==> src/sv/tor_pkg.sv <==
// Shared types and constants for the timestamp outlier repair block.
`default_nettype none
package tor_pkg;

  localparam int ShortRun = 2;

  typedef enum logic [3:0] {
    ST_LOAD,
    ST_DP_INIT,
    ST_DP_READ,
    ST_DP_CMP,
    ST_DP_STORE,
    ST_BT_READ,
    ST_BT_MARK,
    ST_EM_SCAN,
    ST_EM_FIND,
    ST_EM_DIV,
    ST_EM_OUT
  } tor_state_t;

  typedef struct packed {
    logic load;
    logic dp_init;
    logic dp_read;
    logic dp_cmp;
    logic dp_store;
    logic bt_start;
    logic bt_read;
    logic bt_mark;
    logic em_start;
    logic em_scan;
    logic em_find;
    logic em_div_step;
    logic em_out;
    logic clear;
  } tor_cmd_t;

  typedef struct packed {
    logic j_done;
    logic i_done;
    logic bt_done;
    logic scan_done;
    logic needs_div;
    logic div_done;
    logic k_last;
    logic full;
  } tor_status_t;

endpackage
`default_nettype wire

==> src/sv/tor_ctrl.sv <==
// Controller state machine for the timestamp outlier repair block.
`default_nettype none
module tor_ctrl
  import tor_pkg::*;
(
  input  wire         clk,
  input  wire         rst,
  input  wire         in_valid,
  input  wire         in_last,
  output logic        in_ready,
  output logic        out_valid,
  input  wire         out_ready,
  input  tor_status_t status,
  output tor_cmd_t    cmd
);

  tor_state_t state, state_next;

  always_ff @(posedge clk) begin
    if (rst) begin
      state <= ST_LOAD;
    end else begin
      state <= state_next;
    end
  end

  always_comb begin
    state_next = state;
    cmd        = '0;
    in_ready   = 1'b0;
    out_valid  = 1'b0;
    unique case (state)
      ST_LOAD: begin
        in_ready = 1'b1;
        if (in_valid) begin
          cmd.load = 1'b1;
          if (in_last) begin
            state_next = ST_DP_INIT;
          end
        end
      end
      ST_DP_INIT: begin
        cmd.dp_init = 1'b1;
        state_next  = ST_DP_READ;
      end
      ST_DP_READ: begin
        if (status.j_done) begin
          cmd.dp_store = 1'b1;
          state_next   = ST_DP_STORE;
        end else begin
          cmd.dp_read = 1'b1;
          state_next  = ST_DP_CMP;
        end
      end
      ST_DP_CMP: begin
        cmd.dp_cmp = 1'b1;
        state_next = ST_DP_READ;
      end
      ST_DP_STORE: begin
        if (status.i_done) begin
          cmd.bt_start = 1'b1;
          state_next   = ST_BT_READ;
        end else begin
          cmd.dp_init = 1'b1;
          state_next  = ST_DP_READ;
        end
      end
      ST_BT_READ: begin
        cmd.bt_read = 1'b1;
        state_next  = ST_BT_MARK;
      end
      ST_BT_MARK: begin
        cmd.bt_mark = 1'b1;
        if (status.bt_done) begin
          cmd.em_start = 1'b1;
          state_next   = ST_EM_SCAN;
        end else begin
          state_next = ST_BT_READ;
        end
      end
      ST_EM_SCAN: begin
        cmd.em_scan = 1'b1;
        if (status.scan_done) begin
          state_next = ST_EM_FIND;
        end
      end
      ST_EM_FIND: begin
        cmd.em_find = 1'b1;
        state_next  = ST_EM_DIV;
      end
      ST_EM_DIV: begin
        if (!status.needs_div) begin
          state_next = ST_EM_OUT;
        end else if (status.div_done) begin
          state_next = ST_EM_OUT;
        end else begin
          cmd.em_div_step = 1'b1;
        end
      end
      ST_EM_OUT: begin
        out_valid = 1'b1;
        if (out_ready) begin
          cmd.em_out = 1'b1;
          if (status.k_last) begin
            cmd.clear  = 1'b1;
            state_next = ST_LOAD;
          end else begin
            state_next = ST_EM_SCAN;
          end
        end
      end
      default: state_next = ST_LOAD;
    endcase
  end

endmodule
`default_nettype wire

==> config.mk <==
export PLATFORM = sky130hd
export DESIGN_NAME = tor_ctrl
export DESIGN_NICKNAME = d
export VERILOG_FILES = /design/src/sv/tor_pkg.sv /design/src/sv/tor_ctrl.sv
export SDC_FILE = /design/constraint.sdc
export NUM_CORES = 1
export LEC_CHECK = 0
export ABC_AREA = 1
export ABC_CLOCK_PERIOD_IN_PS = 1000
export BUFFER_PORTS_ARGS = -buffer_cell sky130_fd_sc_hd__buf_2
export CORE_AREA = 4 4 41 43
export CTS_CLUSTER_DIAMETER = 200
export CTS_CLUSTER_SIZE = 24
export DETAILED_ROUTE_END_ITERATION = 16
export DIE_AREA = 0 0 45 47
export GPL_TIMING_DRIVEN = 0
export PLACE_DENSITY = 0.69
export SLEW_MARGIN = 5
export SYNTH_ARGS = -nofsm -noshare
export SYNTH_HDL_FRONTEND = slang
export SYNTH_SLANG_ARGS = --single-unit
==> constraint.sdc <==
create_clock -name clk -period 1 [get_ports clk]
set_input_delay 0.1 -clock clk [delete_from_list [all_inputs] [get_ports clk]]
set_output_delay 0.1 -clock clk [all_outputs]
set_load 0.005 [all_outputs]
==> metrics.md <==
| Metric | Value |
|---|---|
| Status | finished, violations left |
| Failing checks | setup timing |
| Post-synthesis mux area share | 0 |
| Placed insts | ~130 |
| Number of flip-flops in the largest register | 4 |
| Worst Setup Path Type | reg2out |
| Most common cell after layout, fill and taps aside | buf_2 |
| DP HPWL | 1.02 mm |
| Layout cells sized above 1 | 0.592 |
| GPL Wtd Cong | around 0.80 |
| DR iter-0 viols | 25 |
| Gr ovfl total | 0 |
| Num CTS Buffers | 3 |
| I/O Pins | 29 |
| Largest net degree at the start of global routing | 7 |
| Yosys warns | 0 |
| # rows | 13 |
| Worst Skew | 12.4 ps |
| Slew Viols, Final | 0 |
| Die H | between 40 and 50 microns |
| Gr usage total | 0.155 |
| Pwr per Cell Area | 2060 mW/mm^2 |
| XOR/XNOR share of the synthesized area | 0 |
| Vias | 646 |
| Initial antenna violation count | 0 |
| Highest Clock Rate | 776 MHz |
| Largest register by flop count | state |
| Peak supply drop | around 0.88 mV |
| H-tree levels | 1 |
| Setup TNS | -4250 ps |
| Crit path cell chain | inv_4, buf_4, nor2_1, nand2_1, inv_1, buf_2 |
| Worst hold path class | in2reg |
| Die area | 0.00212 sq mm |
| Final Hold Viols | 0 |
| Post-DR vias/cell | 4.61 |
| Seq/Total Area, Yosys | 0.177 |
| TritonCTS clock tree | built |
| First-pass GRT wire length | between 2 and 2.5 mm |
| Post-route insts no fill | 140 |
| Synthesized-area fraction occupied by adder cells | 0 |
| Post-synth net total | 100 |
| Initial Utilization | 0.348 |
| Worst EP arrival | 1190 ps |
| Capturing element type of the critical path | output port |
| Fin crit period | roughly 1300 ps |
| Post-synthesis compound-gate area fraction | 0.0884 |
| Synth Cell Area | between 400 and 500 sq um |
| Pre-Repair DR Iteration Count | 4 |
| Normalized max-slew margin | 0.869 |
| Antenna-violating nets left | 0 |
| Number of global-route vias before repair | 586 |
| Clock sinks | 4 |
| # nets final | 140 |
| Unrepaired setup endpoints after global routing | yes |
| Delay-heaviest family, CP | flip-flops |
| Largest family of logic cells by synthesized area | simple AND/OR/NAND/NOR gates |
| Commonest non-fill, non-tap cells in the layout | buf_2 (27), inv_1 (17), nand2_1 (16) |
| Fin crit share | 1.29 |
| CTS Buffer Depth | 2 |
| Mapped Avg Cell Area | approximately 5.2 sq um |
| Per-cell routed wire length | 11.2 microns |
| Tightest Pin Transition | approximately 200 ps |
| Top flop regs | state x4 |
| Place WS | -162 ps |
| Crit path buffers/inverters | 4 |
| Max Cap Violations | 0 |
| PnR worst setup slack | -289 ps |
| Post-Synth Simple-Gate Area | 0.544 |
| Hold_ws | 57.2 ps |
| Startpoint Class | register |
| Number of synthesized register bits | 4 |
| Final setup viols | 20 |
| Synthesis-to-finish area growth | 76.8% |
| Core ar. | 0.00130 sq mm |
| I/O Buffers | 27 |
| Die Width | about 45 microns |
| CP max stage cell | dfxtp_4 |
| CP Max Fanout | 6 |
| CP peak stage delay | 400 ps |
| Worst-path clk slew | approximately 50 ps |
| Clk_lat worst skew | 240 ps |
| # DRC | 0 |
| Pleak | between 0.0005 and 0.0006 uW |
| Root buffer selected by CTS | clkbuf_4 |
| Critical Path RT | 900 ps |
| Synth unique cells | 15 |
| # diodes | 0 |
| WL final | 1.57 mm |
| Synth Instances | 87 |
==> routing by layer <==
metal / global-route usage / vias to the layer above / share of wire
met3: 0.0345 / 2 / 0.087
met2: 0.274 / 33 / 0.53
met5: 0 / - / 0
li1: - / 336 / -
met4: 0.0702 / 0 / 0.0064
met1: 0.179 / 275 / 0.37
==> kinds of logic (layout without fill, tap and decap cells) <==
group                  Yosys count  after routing
buffers and inverters           23             61
DFF                              4              4
and+or+nand+nor                 52             52
AOI/OAI and AO/OA                8              8
==> path summary, 6_finish.rpt <==
path,from,endpoint,slack [ps],cells past startpoint
worst max-delay path,state[0],cmd[7],-290,6
worst min-delay path,rst,state[0],60,2
worst min register to register,state[3],state[3],780,4
worst max register to register,state[1],state[0],-210,8
==> timing repair <==
item                                    4_1_cts  5_1_grt
buffers inserted                              5        3
pin swaps                                     8        8
gates resized for setup                      15       18
hold buffers                                  0        0
endpoints found under the setup margin       20       20
==> stage by stage <==
stage / power [uW] / utilization / instance area (sq um)
final: 1650 / 0.615 / 801
after global routing: 1790 / 0.615 / 801
after CTS: 1440 / 0.556 / 723
after detailed placement: 1140 / 0.475 / 618
after global placement: 1140 / 0.475 / 618
after floorplan: 884 / - / 464
==> layout make-up <==
class / instances / area (sq um)
Timing Repair Buffer: 35 / 199
Clock buffer: 3 / 22.5
Fill cell: 136 / 500
Multi-Input combinational cell: 60 / 369
Inverter: 23 / 96.3
Sequential cell: 4 / 95.1
Tap cell: 15 / 18.8
==> Yosys cell counts <==
cell type | instances | share of area
nor2_4 | 2 | 0.050
nor3_1 | 2 | 0.022
or2_1 | 1 | 0.014
nor2_1 | 11 | 0.091
nand2_1 | 20 | 0.17
a21oi_1 | 4 | 0.044
o21ai_0 | 2 | 0.022
nand3_1 | 7 | 0.077
dfxtp_1 | 4 | 0.18
inv_2 | 3 | 0.025
nor2_2 | 2 | 0.028
nand2_2 | 6 | 0.083
inv_1 | 20 | 0.17
o21ai_1 | 2 | 0.022
and3_1 | 1 | 0.014
==> power by group <==
group          internal (uW)  switching, uW  total [uW]
clock                    135           76.6         212
sequential               248            150         397
combinational            425            619        1040
(Power assumes the default switching activity.)
